===== src/rtl/etk_pkg.sv =====
// ----------------------------------------------------------------------------
// etk_pkg
// Shared types and constants of the expression tokenizer: token kinds,
// character codes, the token record and the front-to-back queue types.
// ----------------------------------------------------------------------------
package etk_pkg;

	localparam int VALUE_BITS_DEF = 32;
	localparam int POS_BITS_DEF   = 16;

	// Fixed widths of the result fields.
	localparam int KIND_W  = 4;
	localparam int VAL_W   = 32;
	localparam int OFS_W   = 16;
	localparam int LEN_W   = 16;
	localparam int CHAR_W  = 8;

	// Front-to-back queue.
	localparam int QDEPTH  = 4;
	localparam int QPTR_W  = $clog2(QDEPTH);
	localparam int QLVL_W  = $clog2(QDEPTH + 1);

	typedef enum logic [KIND_W-1:0] {
		K_NUMBER = 4'd0,
		K_IDENT  = 4'd1,
		K_STRING = 4'd2,
		K_PLUS   = 4'd3,
		K_MINUS  = 4'd4,
		K_MULT   = 4'd5,
		K_DIV    = 4'd6,
		K_OPEN   = 4'd7,
		K_CLOSE  = 4'd8,
		K_ERROR  = 4'd9,
		K_END    = 4'd10
	} kind_t;

	localparam logic [CHAR_W-1:0] CH_TAB   = 8'h09;
	localparam logic [CHAR_W-1:0] CH_NL    = 8'h0A;
	localparam logic [CHAR_W-1:0] CH_CR    = 8'h0D;
	localparam logic [CHAR_W-1:0] CH_SPACE = 8'h20;
	localparam logic [CHAR_W-1:0] CH_QUOTE = 8'h22;
	localparam logic [CHAR_W-1:0] CH_OPEN  = 8'h28;
	localparam logic [CHAR_W-1:0] CH_CLOSE = 8'h29;
	localparam logic [CHAR_W-1:0] CH_STAR  = 8'h2A;
	localparam logic [CHAR_W-1:0] CH_PLUS  = 8'h2B;
	localparam logic [CHAR_W-1:0] CH_MINUS = 8'h2D;
	localparam logic [CHAR_W-1:0] CH_SLASH = 8'h2F;
	localparam logic [CHAR_W-1:0] CH_ZERO  = 8'h30;
	localparam logic [CHAR_W-1:0] CH_NINE  = 8'h39;
	localparam logic [CHAR_W-1:0] CH_UC_A  = 8'h41;
	localparam logic [CHAR_W-1:0] CH_UC_Z  = 8'h5A;
	localparam logic [CHAR_W-1:0] CH_LC_A  = 8'h61;
	localparam logic [CHAR_W-1:0] CH_LC_Z  = 8'h7A;

	typedef struct packed {
		kind_t              kind;
		logic [VAL_W-1:0]   number_value;
		logic [OFS_W-1:0]   start_offset;
		logic [LEN_W-1:0]   text_length;
		logic [CHAR_W-1:0]  bad_char;
	} tok_t;

	// One queue entry holds all tokens caused by one character.
	typedef struct packed {
		logic two;
		tok_t t0;
		tok_t t1;
	} qentry_t;

	typedef struct packed {
		logic    valid;
		qentry_t entry;
	} push_t;

	typedef struct packed {
		logic              full;
		logic              empty;
		logic [QLVL_W-1:0] level;
	} qstat_t;

	function automatic tok_t mk_tok(input kind_t k, input logic [VAL_W-1:0] v,
			input logic [OFS_W-1:0] s, input logic [LEN_W-1:0] l,
			input logic [CHAR_W-1:0] b);
		tok_t t;
		t.kind         = k;
		t.number_value = v;
		t.start_offset = s;
		t.text_length  = l;
		t.bad_char     = b;
		return t;
	endfunction

endpackage


===== src/rtl/etk_if.sv =====
// ----------------------------------------------------------------------------
// etk_if
// Handshake channels of the tokenizer: characters in, tokens out.
// ----------------------------------------------------------------------------
interface etk_char_if import etk_pkg::*; ();
	logic              valid;
	logic              ready;
	logic [CHAR_W-1:0] char_code;
	logic              end_mark;

	modport source (output valid, output char_code, output end_mark, input ready);
	modport sink   (input valid, input char_code, input end_mark, output ready);
endinterface

interface etk_tok_if import etk_pkg::*; ();
	logic              valid;
	logic              ready;
	logic [KIND_W-1:0] kind;
	logic [VAL_W-1:0]  number_value;
	logic [OFS_W-1:0]  start_offset;
	logic [LEN_W-1:0]  text_length;
	logic [CHAR_W-1:0] bad_char;
	logic              last;

	modport source (output valid, output kind, output number_value, output start_offset,
		output text_length, output bad_char, output last, input ready);
	modport sink   (input valid, input kind, input number_value, input start_offset,
		input text_length, input bad_char, input last, output ready);
endinterface


===== src/rtl/etk_front.sv =====
// ----------------------------------------------------------------------------
// etk_front
// Scanner: takes one character per cycle while the queue has room, runs the
// lexer state machine, pushes the zero, one or two resulting tokens to the queue.
// ----------------------------------------------------------------------------
module etk_front import etk_pkg::*; #(
	parameter int VALUE_BITS = VALUE_BITS_DEF,
	parameter int POS_BITS   = POS_BITS_DEF
) (
	input  logic           clk,
	input  logic           arst_n,
	etk_char_if.sink       chars,
	input  qstat_t         qstat,
	output push_t          push
);

	typedef enum logic [2:0] {
		M_IDLE    = 3'd0,
		M_SLASH   = 3'd1,
		M_COMMENT = 3'd2,
		M_NUMBER  = 3'd3,
		M_IDENT   = 3'd4,
		M_STRING  = 3'd5
	} mode_t;

	mode_t                 mode_q, mode_d;
	logic [VALUE_BITS-1:0] accum_q, accum_d;
	logic [POS_BITS-1:0]   pos_q, pos_d;
	logic [POS_BITS-1:0]   start_q, start_d;
	logic [POS_BITS-1:0]   len_q, len_d;
	logic                  halted_q, halted_d;

	logic                  accept;
	logic [CHAR_W-1:0]     c;
	logic                  is_dig, is_let, is_spc;
	logic [3:0]            dig;
	logic [VALUE_BITS+3:0] mul10;
	logic [POS_BITS-1:0]   len_inc;
	logic [VALUE_BITS+31:0] acc_ext;
	logic [POS_BITS+15:0]  start_ext, len_ext;
	logic [VAL_W-1:0]      acc_o;
	logic [OFS_W-1:0]      start_o;
	logic [LEN_W-1:0]      len_o;
	logic                  fv, sv, done;
	tok_t                  ft, st;

	assign chars.ready = !qstat.full;
	assign accept      = chars.valid && chars.ready;
	assign c           = chars.char_code;

	assign is_dig = (c >= CH_ZERO) && (c <= CH_NINE);
	assign is_let = ((c >= CH_LC_A) && (c <= CH_LC_Z)) || ((c >= CH_UC_A) && (c <= CH_UC_Z));
	assign is_spc = (c == CH_SPACE) || ((c >= CH_TAB) && (c <= CH_CR));
	assign dig    = 4'(c - CH_ZERO);

	// accum * 10 + digit; any bit above the value width means saturation.
	assign mul10 = ({4'b0, accum_q} << 3) + ({4'b0, accum_q} << 1)
		+ {{VALUE_BITS{1'b0}}, dig};
	assign len_inc = (&len_q) ? len_q : len_q + 1'b1;

	assign acc_ext   = {32'b0, accum_q};
	assign start_ext = {16'b0, start_q};
	assign len_ext   = {16'b0, len_q};
	assign acc_o     = acc_ext[VAL_W-1:0];
	assign start_o   = start_ext[OFS_W-1:0];
	assign len_o     = len_ext[LEN_W-1:0];

	always_comb begin
		mode_d   = mode_q;
		accum_d  = accum_q;
		pos_d    = pos_q + 1'b1;
		start_d  = start_q;
		len_d    = len_q;
		halted_d = halted_q;
		fv       = 1'b0;
		sv       = 1'b0;
		done     = 1'b0;
		ft       = mk_tok(K_NUMBER, '0, '0, '0, '0);
		st       = mk_tok(K_NUMBER, '0, '0, '0, '0);

		if (chars.end_mark) begin
			if (!halted_q) begin
				unique case (mode_q)
					M_SLASH: begin
						fv = 1'b1;
						ft = mk_tok(K_DIV, '0, '0, '0, '0);
					end
					M_NUMBER: begin
						fv = 1'b1;
						ft = mk_tok(K_NUMBER, acc_o, '0, '0, '0);
					end
					M_IDENT: begin
						fv = 1'b1;
						ft = mk_tok(K_IDENT, '0, start_o, len_o, '0);
					end
					M_STRING: begin
						fv = 1'b1;
						ft = mk_tok(K_STRING, '0, start_o, len_o, '0);
					end
					default: ;
				endcase
			end
			sv       = 1'b1;
			st       = mk_tok(K_END, '0, '0, '0, '0);
			mode_d   = M_IDLE;
			accum_d  = '0;
			pos_d    = '0;
			start_d  = '0;
			len_d    = '0;
			halted_d = 1'b0;
		end else if (!halted_q) begin
			// First finish or extend the open token.
			unique case (mode_q)
				M_SLASH: begin
					if (c == CH_SLASH) begin
						mode_d = M_COMMENT;
						done   = 1'b1;
					end else begin
						fv     = 1'b1;
						ft     = mk_tok(K_DIV, '0, '0, '0, '0);
						mode_d = M_IDLE;
					end
				end
				M_COMMENT: begin
					if (c == CH_NL) begin
						mode_d = M_IDLE;
					end
					done = 1'b1;
				end
				M_NUMBER: begin
					if (is_dig) begin
						accum_d = (|mul10[VALUE_BITS+3:VALUE_BITS]) ? '1
							: mul10[VALUE_BITS-1:0];
						done = 1'b1;
					end else begin
						fv     = 1'b1;
						ft     = mk_tok(K_NUMBER, acc_o, '0, '0, '0);
						mode_d = M_IDLE;
					end
				end
				M_IDENT: begin
					if (is_dig || is_let) begin
						len_d = len_inc;
						done  = 1'b1;
					end else begin
						fv     = 1'b1;
						ft     = mk_tok(K_IDENT, '0, start_o, len_o, '0);
						mode_d = M_IDLE;
					end
				end
				M_STRING: begin
					if (c == CH_QUOTE) begin
						fv     = 1'b1;
						ft     = mk_tok(K_STRING, '0, start_o, len_o, '0);
						mode_d = M_IDLE;
					end else begin
						len_d = len_inc;
					end
					done = 1'b1;
				end
				default: mode_d = M_IDLE;
			endcase

			// Then treat the character as the start of something new.
			if (!done) begin
				priority if (is_spc) begin
				end else if (c == CH_SLASH) begin
					mode_d = M_SLASH;
				end else if (is_dig) begin
					mode_d  = M_NUMBER;
					accum_d = {{(VALUE_BITS-4){1'b0}}, dig};
				end else if (is_let) begin
					mode_d  = M_IDENT;
					start_d = pos_q;
					len_d   = {{(POS_BITS-1){1'b0}}, 1'b1};
				end else if (c == CH_QUOTE) begin
					mode_d  = M_STRING;
					start_d = pos_q + 1'b1;
					len_d   = '0;
				end else if (c == CH_OPEN) begin
					sv = 1'b1;
					st = mk_tok(K_OPEN, '0, '0, '0, '0);
				end else if (c == CH_CLOSE) begin
					sv = 1'b1;
					st = mk_tok(K_CLOSE, '0, '0, '0, '0);
				end else if (c == CH_PLUS) begin
					sv = 1'b1;
					st = mk_tok(K_PLUS, '0, '0, '0, '0);
				end else if (c == CH_MINUS) begin
					sv = 1'b1;
					st = mk_tok(K_MINUS, '0, '0, '0, '0);
				end else if (c == CH_STAR) begin
					sv = 1'b1;
					st = mk_tok(K_MULT, '0, '0, '0, '0);
				end else begin
					sv       = 1'b1;
					st       = mk_tok(K_ERROR, '0, '0, '0, c);
					halted_d = 1'b1;
					mode_d   = M_IDLE;
				end
			end
		end
	end

	always_comb begin
		push.valid    = accept && (fv || sv);
		push.entry.two = fv && sv;
		push.entry.t0 = fv ? ft : st;
		push.entry.t1 = st;
	end

	always_ff @(posedge clk or negedge arst_n) begin
		if (!arst_n) begin
			mode_q   <= M_IDLE;
			accum_q  <= '0;
			pos_q    <= '0;
			start_q  <= '0;
			len_q    <= '0;
			halted_q <= 1'b0;
		end else if (accept) begin
			mode_q   <= mode_d;
			accum_q  <= accum_d;
			pos_q    <= pos_d;
			start_q  <= start_d;
			len_q    <= len_d;
			halted_q <= halted_d;
		end
	end

endmodule


===== src/rtl/etk_queue.sv =====
// ----------------------------------------------------------------------------
// etk_queue
// Small FIFO between scanner and output stage; one entry per character
// that produced tokens.
// ----------------------------------------------------------------------------
module etk_queue import etk_pkg::*; (
	input  logic    clk,
	input  logic    arst_n,
	input  push_t   push,
	input  logic    pop,
	output qentry_t head,
	output qstat_t  qstat
);

	qentry_t           mem_q [QDEPTH];
	logic [QPTR_W-1:0] wr_ptr_q, rd_ptr_q;
	logic [QLVL_W-1:0] level_q;
	logic              do_push, do_pop;

	assign qstat.level = level_q;
	assign qstat.full  = (level_q == QLVL_W'(QDEPTH));
	assign qstat.empty = (level_q == '0);
	assign head        = mem_q[rd_ptr_q];

	assign do_push = push.valid && !qstat.full;
	assign do_pop  = pop && !qstat.empty;

	always_ff @(posedge clk) begin
		if (do_push) begin
			mem_q[wr_ptr_q] <= push.entry;
		end
	end

	always_ff @(posedge clk or negedge arst_n) begin
		if (!arst_n) begin
			wr_ptr_q <= '0;
			rd_ptr_q <= '0;
			level_q  <= '0;
		end else begin
			if (do_push) begin
				wr_ptr_q <= wr_ptr_q + 1'b1;
			end
			if (do_pop) begin
				rd_ptr_q <= rd_ptr_q + 1'b1;
			end
			unique case ({do_push, do_pop})
				2'b10:   level_q <= level_q + 1'b1;
				2'b01:   level_q <= level_q - 1'b1;
				default: level_q <= level_q;
			endcase
		end
	end

endmodule


===== src/rtl/etk_back.sv =====
// ----------------------------------------------------------------------------
// etk_back
// Output stage: takes queue entries apart into single tokens and holds
// each in the output register until the sink takes it.
// ----------------------------------------------------------------------------
module etk_back import etk_pkg::*; (
	input  logic     clk,
	input  logic     arst_n,
	input  qentry_t  head,
	input  qstat_t   qstat,
	output logic     pop,
	etk_tok_if.source tokens
);

	logic valid_q;
	logic sub_q;
	logic last_q;
	tok_t tok_q;
	logic load;
	logic take;
	logic final_one;

	assign load      = !valid_q || tokens.ready;
	assign take      = load && !qstat.empty;
	// The second slot, or the first of a one-token entry, ends the entry.
	assign final_one = sub_q || !head.two;
	assign pop       = take && final_one;

	always_ff @(posedge clk or negedge arst_n) begin
		if (!arst_n) begin
			valid_q <= 1'b0;
			sub_q   <= 1'b0;
			last_q  <= 1'b0;
		end else if (take) begin
			valid_q <= 1'b1;
			last_q  <= final_one;
			sub_q   <= !final_one;
		end else if (load) begin
			valid_q <= 1'b0;
		end
	end

	always_ff @(posedge clk) begin
		if (take) begin
			tok_q <= sub_q ? head.t1 : head.t0;
		end
	end

	assign tokens.valid        = valid_q;
	assign tokens.kind         = tok_q.kind;
	assign tokens.number_value = tok_q.number_value;
	assign tokens.start_offset = tok_q.start_offset;
	assign tokens.text_length  = tok_q.text_length;
	assign tokens.bad_char     = tok_q.bad_char;
	assign tokens.last         = last_q;

endmodule


===== src/rtl/expression_tokenizer_unit.sv =====
// ----------------------------------------------------------------------------
// expression_tokenizer_unit
// Streaming tokenizer for arithmetic text: characters in, tokens out.
// ----------------------------------------------------------------------------
// With the output register free, a token passes from its accepted character into
// the queue and then from the queue head into the output register. One character
// per cycle is taken while the queue has room; the single output register moves
// one token per cycle while the sink is ready, so a two-token character uses it
// twice. The four-entry queue absorbs short bursts of those; once it is full the
// input waits. Reset clears scanner state, queue pointers and output valid at once.
module expression_tokenizer_unit import etk_pkg::*; #(
	parameter int VALUE_BITS = VALUE_BITS_DEF,
	parameter int POS_BITS   = POS_BITS_DEF
) (
	input  logic      clk,
	input  logic      arst_n,
	etk_char_if.sink  chars,
	etk_tok_if.source tokens
);

	push_t   push;
	qstat_t  qstat;
	qentry_t head;
	logic    pop;

	etk_front #(
		.VALUE_BITS (VALUE_BITS),
		.POS_BITS   (POS_BITS)
	) u_front (
		.clk    (clk),
		.arst_n (arst_n),
		.chars  (chars),
		.qstat  (qstat),
		.push   (push)
	);

	etk_queue u_queue (
		.clk    (clk),
		.arst_n (arst_n),
		.push   (push),
		.pop    (pop),
		.head   (head),
		.qstat  (qstat)
	);

	etk_back u_back (
		.clk    (clk),
		.arst_n (arst_n),
		.head   (head),
		.qstat  (qstat),
		.pop    (pop),
		.tokens (tokens)
	);

	// The scanner never pushes into a full queue.
	a_no_overflow: assert property (@(posedge clk) disable iff (!arst_n)
		push.valid |-> !qstat.full)
		else $error("push into full queue");

	// An end token closes the transaction group of its character.
	a_end_is_last: assert property (@(posedge clk) disable iff (!arst_n)
		tokens.valid && (tokens.kind == K_END) |-> tokens.last)
		else $error("end token without last");

	// Only error tokens carry a character.
	a_bad_char: assert property (@(posedge clk) disable iff (!arst_n)
		tokens.valid && (tokens.kind != K_ERROR) |-> (tokens.bad_char == '0))
		else $error("bad_char set on non-error token");

	// A popped entry leaves the queue one lower unless a push refills it.
	a_level: assert property (@(posedge clk) disable iff (!arst_n)
		pop && !qstat.empty && !push.valid |=> qstat.level == $past(qstat.level) - 1'b1)
		else $error("queue level mismatch after pop");

endmodule


===== src/flat_wrapper.sv =====
// flat-port wrapper written by rule: the top's interface ports become plain ports
module expression_tokenizer_unit_flat import etk_pkg::*;
#(
	parameter int VALUE_BITS = VALUE_BITS_DEF,
	parameter int POS_BITS   = POS_BITS_DEF
)
  (clk, arst_n, chars_valid, chars_char_code, chars_end_mark, chars_ready, tokens_valid, tokens_kind, tokens_number_value, tokens_start_offset, tokens_text_length, tokens_bad_char, tokens_last, tokens_ready);
  etk_char_if chars_i ();
  etk_tok_if tokens_i ();
  input  logic clk;
  input  logic arst_n;
  input wire logic [$bits(chars_i.valid)-1:0] chars_valid;
  input wire logic [$bits(chars_i.char_code)-1:0] chars_char_code;
  input wire logic [$bits(chars_i.end_mark)-1:0] chars_end_mark;
  output wire logic [$bits(chars_i.ready)-1:0] chars_ready;
  output wire logic [$bits(tokens_i.valid)-1:0] tokens_valid;
  output wire logic [$bits(tokens_i.kind)-1:0] tokens_kind;
  output wire logic [$bits(tokens_i.number_value)-1:0] tokens_number_value;
  output wire logic [$bits(tokens_i.start_offset)-1:0] tokens_start_offset;
  output wire logic [$bits(tokens_i.text_length)-1:0] tokens_text_length;
  output wire logic [$bits(tokens_i.bad_char)-1:0] tokens_bad_char;
  output wire logic [$bits(tokens_i.last)-1:0] tokens_last;
  input wire logic [$bits(tokens_i.ready)-1:0] tokens_ready;
  assign chars_i.valid = chars_valid;
  assign chars_i.char_code = chars_char_code;
  assign chars_i.end_mark = chars_end_mark;
  assign chars_ready = chars_i.ready;
  assign tokens_valid = tokens_i.valid;
  assign tokens_kind = tokens_i.kind;
  assign tokens_number_value = tokens_i.number_value;
  assign tokens_start_offset = tokens_i.start_offset;
  assign tokens_text_length = tokens_i.text_length;
  assign tokens_bad_char = tokens_i.bad_char;
  assign tokens_last = tokens_i.last;
  assign tokens_i.ready = tokens_ready;
  expression_tokenizer_unit #(.VALUE_BITS(VALUE_BITS), .POS_BITS(POS_BITS)) u_core (.clk(clk), .arst_n(arst_n), .chars(chars_i), .tokens(tokens_i));
endmodule

===== config.mk =====
export PLATFORM = sky130hd
export DESIGN_NAME = expression_tokenizer_unit_flat
export DESIGN_NICKNAME = d
export VERILOG_FILES = /design/src/rtl/etk_pkg.sv /design/src/rtl/etk_if.sv /design/src/rtl/etk_front.sv /design/src/rtl/etk_queue.sv /design/src/rtl/etk_back.sv /design/src/rtl/expression_tokenizer_unit.sv /design/src/flat_wrapper.sv
export SDC_FILE = /design/constraint.sdc
export NUM_CORES = 1
export LEC_CHECK = 0
export ABC_AREA = 1
export BUFFER_PORTS_ARGS = -buffer_cell sky130_fd_sc_hd__buf_2
export CAP_MARGIN = 20
export CORE_AREA = 5 5 218 220
export CTS_BUF_LIST = sky130_fd_sc_hd__clkbuf_16
export DETAILED_ROUTE_END_ITERATION = 7
export DIE_AREA = 0 0 223 225
export GPL_TIMING_DRIVEN = 0
export PLACE_DENSITY = 0.72
export SLEW_MARGIN = 25
export SYNTH_ARGS = -nofsm -noshare
export SYNTH_HDL_FRONTEND = slang
export SYNTH_SLANG_ARGS = --single-unit

===== constraint.sdc =====
create_clock -name clk -period 7.2 [get_ports clk]
set_input_delay 0.72 -clock clk [delete_from_list [all_inputs] [get_ports clk]]
set_output_delay 0.72 -clock clk [all_outputs]
set_load 0.02 [all_outputs]

[After elaboration in Yosys (flattened, before gate mapping)]
Memory sizes are Yosys's and may differ from the RTL's.
Cells that the tools add are included.
Cells by class
  muxes and demuxes: 114
  equal/unequal tests: 22
  reduce and logical (&&, ||, !) cells: 32
  $lt $le $gt $ge: 8
  shifts and indexed selects: 0
  multiply operators: 0
  add/sub/neg operators: 9
  divide/modulo/power cells: 0
  bitwise logic cells: 0
Operators by type and width (number)
  $mux W76: 16
  $pmux W75 S4: 2
  $mux W16: 20
  $mux W32: 9
  $mux W75: 3
  $mux W74: 1
  $mux W73: 1
  $mux W72: 1
  $eq A8 B6 Y1 const B: 8
  $mux W3: 17
  $mux W1: 38
  $add A35 B33 Y36: 1
  $add A36 B4 Y36: 1
  $add A16 B1 Y16 const B: 2
  $pmux W16 S2: 1
  $ge A8 B7 Y1 const B: 2
  $le A8 B7 Y1 const B: 2
  $reduce_and A16 Y1: 1
  $pmux W3 S5: 1
  $logic_and A1 B1 Y1: 11
  $ne A2 B2 Y1 const B: 5
  $eq A3 B3 Y1 const B: 3
  $eq A8 B4 Y1 const B: 1
  $ge A8 B4 Y1 const B: 1
  other kinds (23): 37
Word-level totals
  ROM bits: 0
  input bits: 13
  bits in writable memories: 612
  logic and storage cells: 203
  register bits: 170
  bits in latches: 0
  memories kept: 1
Memories
  u_core.u_queue.mem_q: depth 4, bits a word 153, rd ports 1, clocked after Yosys merged registers in 0, write ports 1, line etk_queue.sv:15  | qentry_t mem_q [QDEPTH];

[Depth between registers and ports, before layout]
  word-level depth: 19
  gate-level depth with buffers: 19
  mapped depth without buffers: 19

[Hierarchy]
Synthesis repeated with hierarchy kept, for this count alone.
Unflattened totals
  cells, all modules: 3545
  area, all modules: 37059.3 um2
Modules (own cells, without submodules)
  etk_queue: cells an instance 1845, seq. area each 18552.8 um2, area an instance 24877.6 um2, instances 1
  etk_front: cells an instance 1359, seq. area each 2102.0 um2, area an instance 8784.7 um2, instances 1
  etk_back: cells an instance 341, seq. area each 2357.3 um2, area an instance 3397.0 um2, instances 1

[Worst setup path after synthesis]
No wires, ideal clock.
  path type: input to register
  start point: in tokens_ready
  end point: reg u_core.u_queue.level_q[2]
  arrival time: 6.324 ns
  setup time: 0.131 ns
  stages: 10
  slack: 0.745 ns
  buffers on the path: 0
  data required time: 7.069 ns
  cell sequence: nor2_1 a31oi_1 nand2_1 inv_1 ha_1 inv_1 fa_1 a21oi_1 o21ai_0 xor2_1
Between the ends
  word-level cells in the longest chain between the ends: 6
  elaborated cells on any way between the ends: 8
RTL lines
  start: declaration: line flat_wrapper.sv:23  | input wire logic [$bits(tokens_i.ready)-1:0] tokens_ready;
  $logic_or A1 B1 Y1 (*): line etk_back.sv:23  | assign load = !valid_q || tokens.ready;
  $logic_and A1 B1 Y1 (*): line etk_back.sv:24  | assign take = load && !qstat.empty;
  via u_core.u_back.take: line etk_back.sv:20  | logic take;
  $logic_and A1 B1 Y1 (*): line etk_back.sv:27  | assign pop = take && final_one;
  $logic_and A1 B1 Y1 (*): line etk_queue.sv:26  | assign do_pop = pop && !qstat.empty;
  via u_core.u_queue.do_pop: line etk_queue.sv:18  | logic do_push, do_pop;
  $eq A2 B1 Y1 / $eq A2 B2 Y1 (equally long branches): line etk_queue.sv:46  | unique case ({do_push, do_pop})
  $pmux W3 S2 / $reduce_bool A2 Y1 (equally long branches)
  end signal: assignment: line etk_queue.sv:47  | 2'b10: level_q <= level_q + 1'b1;
  end signal: assignment: line etk_queue.sv:48  | 2'b01: level_q <= level_q - 1'b1;
  end signal: assignment: line etk_queue.sv:49  | default: level_q <= level_q;
  end: declaration: line etk_queue.sv:17  | logic [QLVL_W-1:0] level_q;
The timed path passes the listed nets; every way through them passes the cells marked *.
A chain may end at the register's enable or synchronous reset.

[Final worst setup path]
  start point: in chars_char_code[7]
  end point: reg u_core.u_queue.level_q[2]
Between the ends
  word-level cells in the longest chain between the ends: 16
  elaborated cells on any way between the ends: 46
RTL lines
  start: declaration: line flat_wrapper.sv:13  | input wire logic [$bits(chars_i.char_code)-1:0] chars_char_code;
  $ge A8 B7 Y1 / $le A8 B7 Y1 (equally long branches): line etk_front.sv:52  | assign is_let = ((c >= CH_LC_A) && (c <= CH_LC_Z)) || ((c >= CH_UC_A) && (c <= CH_UC_Z));
  $logic_and A1 B1 Y1: line etk_front.sv:52
  $logic_or A1 B1 Y1: line etk_front.sv:52
  $logic_or A1 B1 Y1: line etk_front.sv:142  | if (is_dig || is_let) begin
  $mux W1: line etk_front.sv:142
  $pmux W1 S4: line etk_front.sv:113  | unique case (mode_q)
  $mux W1: line etk_front.sv:111  | end else if (!halted_q) begin
  $mux W1: line etk_front.sv:81  | if (chars.end_mark) begin
  $mux W1: line etk_front.sv:165  | if (!done) begin
  $mux W1: line etk_front.sv:111
  $mux W1: line etk_front.sv:81
  $logic_or A1 B1 Y1 (*): line etk_front.sv:206  | push.valid = accept && (fv || sv);
  $logic_and A1 B1 Y1 (*): line etk_front.sv:206
  $logic_and A1 B1 Y1 (*): line etk_queue.sv:25  | assign do_push = push.valid && !qstat.full;
  $eq A2 B1 Y1 / $eq A2 B2 Y1 (equally long branches): line etk_queue.sv:46
  $pmux W3 S2 / $reduce_bool A2 Y1 (equally long branches)
Every way passes the cells marked *; elsewhere a longest branch is shown, timed or not. The select of a mux whose other input is x is not followed.

==> flow_summary.ini <==
[run_status]
status = finished clean

[critical_path]
critPathLaunchType = input pin
r2r_cells = 12
max_stage_delay_ps = 440
end_kind = flip-flop
endpoint = u_core.u_queue.level_q[2]
worstReg2RegStart = u_core.u_queue.rd_ptr_q[0]
path_max_fanout = 9
rr_endpoint = u_core.u_queue.level_q[1]
path_cells = buf_2, nor2_4, nand3_1, nor3_1, inv_1, nand2_1, nand2_1, nor2_1, nand3_1, nand2_2, inv_2, o21ai_4, ha_1, inv_1, fa_1, a21oi_1, o21ai_0, xor2_1
crit_type = input pin to flip-flop
crit_required_ps = 7660
cp-startpoint = chars_char_code[7]
cp_data_arrival_time_ps = 3840
slowest_stage = fa_1
r2r_slack_ps = 3870

[yosys]
yosysSeqAreaShare = 0.6204
syn_area_per_cell_sq_um = 10.13
synth_edf_count = 432
synth_seq_cells = 526
synth_top_family_by_area = simple AND/OR/NAND/NOR gates
synth_compound_area_frac = 0.1174
synth_flop_cell = edfxtp_1
synth_fp_nets = 2524
synthMuxAreaShare = 0
async_flop_share = 0.1787
synth.distinct_cells = 54
synth_xor_area_frac = 0.01525
syn_inst = 2438
yosys.area_share.simple = 0.1587
synth_warnings = 0
synth_area_sq_mm = 0.02470
synthAdderAreaFrac = 0.03789

[final_layout]
nFillCells = 3622
drive_above_1_share = 0.1028
final_cells = 3247
layout-area-overhead-vs-synth_pct = 14.12
fin_nets = 2692
fin_area_sq_mm = 0.02819

[timing]
worst_slack_ps = 3826
slew_headroom = 0.3060
fmax_mhz = 296.4
slew_violations = 0
fin_crit_ps = 3374
rsz0062_at_grt = false
timing.hold.ws_ps = 340.6
finalSetupTns_ps = 0
hold_viol = 0
fin_skew_ps = 18.37
worstMarginPinSlew_ps = 1041
report.final.setup_viol = 0
final.period_utilization = 0.4686

[placed_design]
port_buffers = 90
gp_congestion = 0.9467
pre_cts_slack_ps = 3321
dp_hpwl_mm = 45.45
placed_area_sq_mm = 0.02651
dp_cells = 3151

[hold_path]
min_path_type = input pin to flip-flop

[routing]
first_pass_iters = 6
ant_nets = 0
drt_iter0_markers = 1821
vias = 18562
routed_wl_mm = 64.27
routedWlPerCell_microns = 19.79
drc = 0
vias_per_cell = 5.717

[global_route]
grt_pass1_wl_mm = 99.93
antenna_found_initial = 3
grt_max_degree = 69
grtUsageTotal = 0.2514
grt_pass1_vias = 17890
overflow = 0

[floorplanning]
die_h_microns = 225
die_x_microns = 223
start_util = 0.5478
die_area_sq_mm = 0.05018
io-pin-count = 92
coreArea_sq_mm = 0.04509
rows = 78

[power]
power_frac_seq = 0.409
p_int_w = 0.006599
p_sw_w = 0.003832
p_leak_nw = 11.25
power_frac_comb = 0.336
pwr-share-clk = 0.255
switching_share = 0.3674
p_per_area_mw_per_mm2 = 370.0
ir_worst_vdd_v = 0.0002012

[cts]
post_cts.repair.setup_buffers = 0
cts_sinks = 526
cts_tree = yes
h-tree-depth = 2
insertion_delay_ps = 600
cts_root_buf = clkbuf_16
path_clk_slew_ps = 60
cts_made_buffers = 52
cts_max_path_buffers = 3
cts_resized = 0

[flow_run]
maxCapViolations = 0
==> worst min-delay path by stage <==
stage | end | cells past startpoint | slack [ps] | start
6_report | u_core.u_back.tokens.valid | 2 | 340 | tokens_ready
5_1_grt | u_core.u_back.tokens.valid | 2 | 340 | tokens_ready
4_1_cts | u_core.u_back.tokens.valid | 2 | 330 | tokens_ready
3_5_place_dp | u_core.u_queue.level_q[0] | 1 | 470 | u_core.u_queue.level_q[0]
3_3_place_gp | u_core.u_queue.level_q[0] | 1 | 460 | u_core.u_queue.level_q[0]
2_1_floorplan | u_core.u_back.sub_q | 0 | 420 | arst_n
==> cells by family (layout without fill, tap and decap cells) <==
family | count (synthesis) | after routing
fa+ha+maj | 73 | 73
buf+inv | 319 | 526
simple gates | 937 | 937
compound gates | 540 | 540
other cells | 0 | 2
flops | 526 | 526
xor+xnor | 43 | 43
==> timing repair <==
action / in CTS / in global routing
hold endpoints to repair: 26 / 0
hold buffers: 1 / 0
endpoints found under the setup margin: 0 / 0
==> per-stage QoR <==
| step | utilization | power (W) |
|---|---|---|
| finish | 0.6252 | 0.01043 |
| global route | 0.6251 | 0.01095 |
| CTS | 0.6251 | 0.01046 |
| detailed placement | 0.5881 | 0.007787 |
| global placement | 0.5745 | 0.007619 |
| floorplan | - | 0.006423 |
==> cell usage after synthesis, drive strengths merged, types with 3 or more instances <==
| master | number | area (sq um) |
|---|---|---|
| nor2 | 466 | 1792 |
| edfxtp | 432 | 12970 |
| nand2 | 322 | 1279 |
| o21ai | 306 | 1554 |
| inv | 211 | 792.0 |
| a21oi | 147 | 743.2 |
| dfrtp | 94 | 2352 |
| clkbuf | 76 | 286.5 |
| ha | 70 | 875.8 |
| nor3 | 65 | 356.6 |
| nand3 | 55 | 307.8 |
| xor2 | 33 | 289.0 |
| buf | 30 | 158.9 |
| o22ai | 29 | 181.4 |
| a31oi | 22 | 137.6 |
| o211ai | 17 | 127.6 |
| nor4 | 12 | 75.07 |
| xnor2 | 10 | 87.58 |
| nand4 | 8 | 50.05 |
| o21bai | 5 | 37.54 |
| and2 | 4 | 25.03 |
| o2111ai | 4 | 35.03 |
| fa | 3 | 60.06 |
==> cell usage in the layout, fill, tap and decap left out, types with 70 or more instances in the layout <==
cell      netlist  layout
nand2_1       308     308
o21ai_0       248     248
clkbuf_1       75      74
a21oi_1       145     145
edfxtp_1      432     432
nor2_1        459     455
ha_1           70      70
inv_1         192     205
dfrtp_1        94      94
buf_2          16     105
==> registers in the layout (all words and copies together) (netlist names), 8 cells and up <==
register,count
u_core.u_back.tokens.number_value,32
u_core.u_front.acc_o,32
u_core.u_back.tokens.text_length,16
u_core.u_back.tokens.start_offset,16
u_core.u_back.tokens.bad_char,8
u_core.u_queue.mem_q,356
u_core.u_front.pos_q,16
u_core.u_front.len_o,16
u_core.u_front.start_o,16
==> power by group through the flow <==
stage	sequential, W	combinational (W)	clock, W
global route	0.00431	0.00381	0.00283
global placement	0.00444	0.00318	0
floorplan	0.00468	0.00175	0
CTS	0.00426	0.00350	0.00270
finish	0.00426	0.00351	0.00266
detailed placement	0.00432	0.00347	0
==> area by class of cell <==
cell class	instances	area (sq um)	area share
timing repair buffer	114	1027	0.03644
sequential	526	15320	0.5437
clock buffer	53	1326	0.04705
tap	600	750.7	0.02663
clock inverter	40	332.8	0.01181
antenna	2	5.005	0.0001775
buffer	106	446.7	0.01585
multi-input combinational	1593	8175	0.2900
inverter	213	799.5	0.02836
==> layer usage <==
metal	routed length, microns	global-route usage
met1	27430	0.3524
met2	30100	0.4076
met4	1498	0.06621
met3	5208	0.05041
met5	32	0
==> worst max-delay path, delay by kind of cell <==
kind	cells	cell delay, ps
buffers and inverters	4	500
adders and majority gates	2	710
xor gates and xnor gates	1	170
AOI/OAI and AO/OA	3	640
and+or+nand+nor	8	1080
No activity file was read; power rests on OpenSTA's default activity.
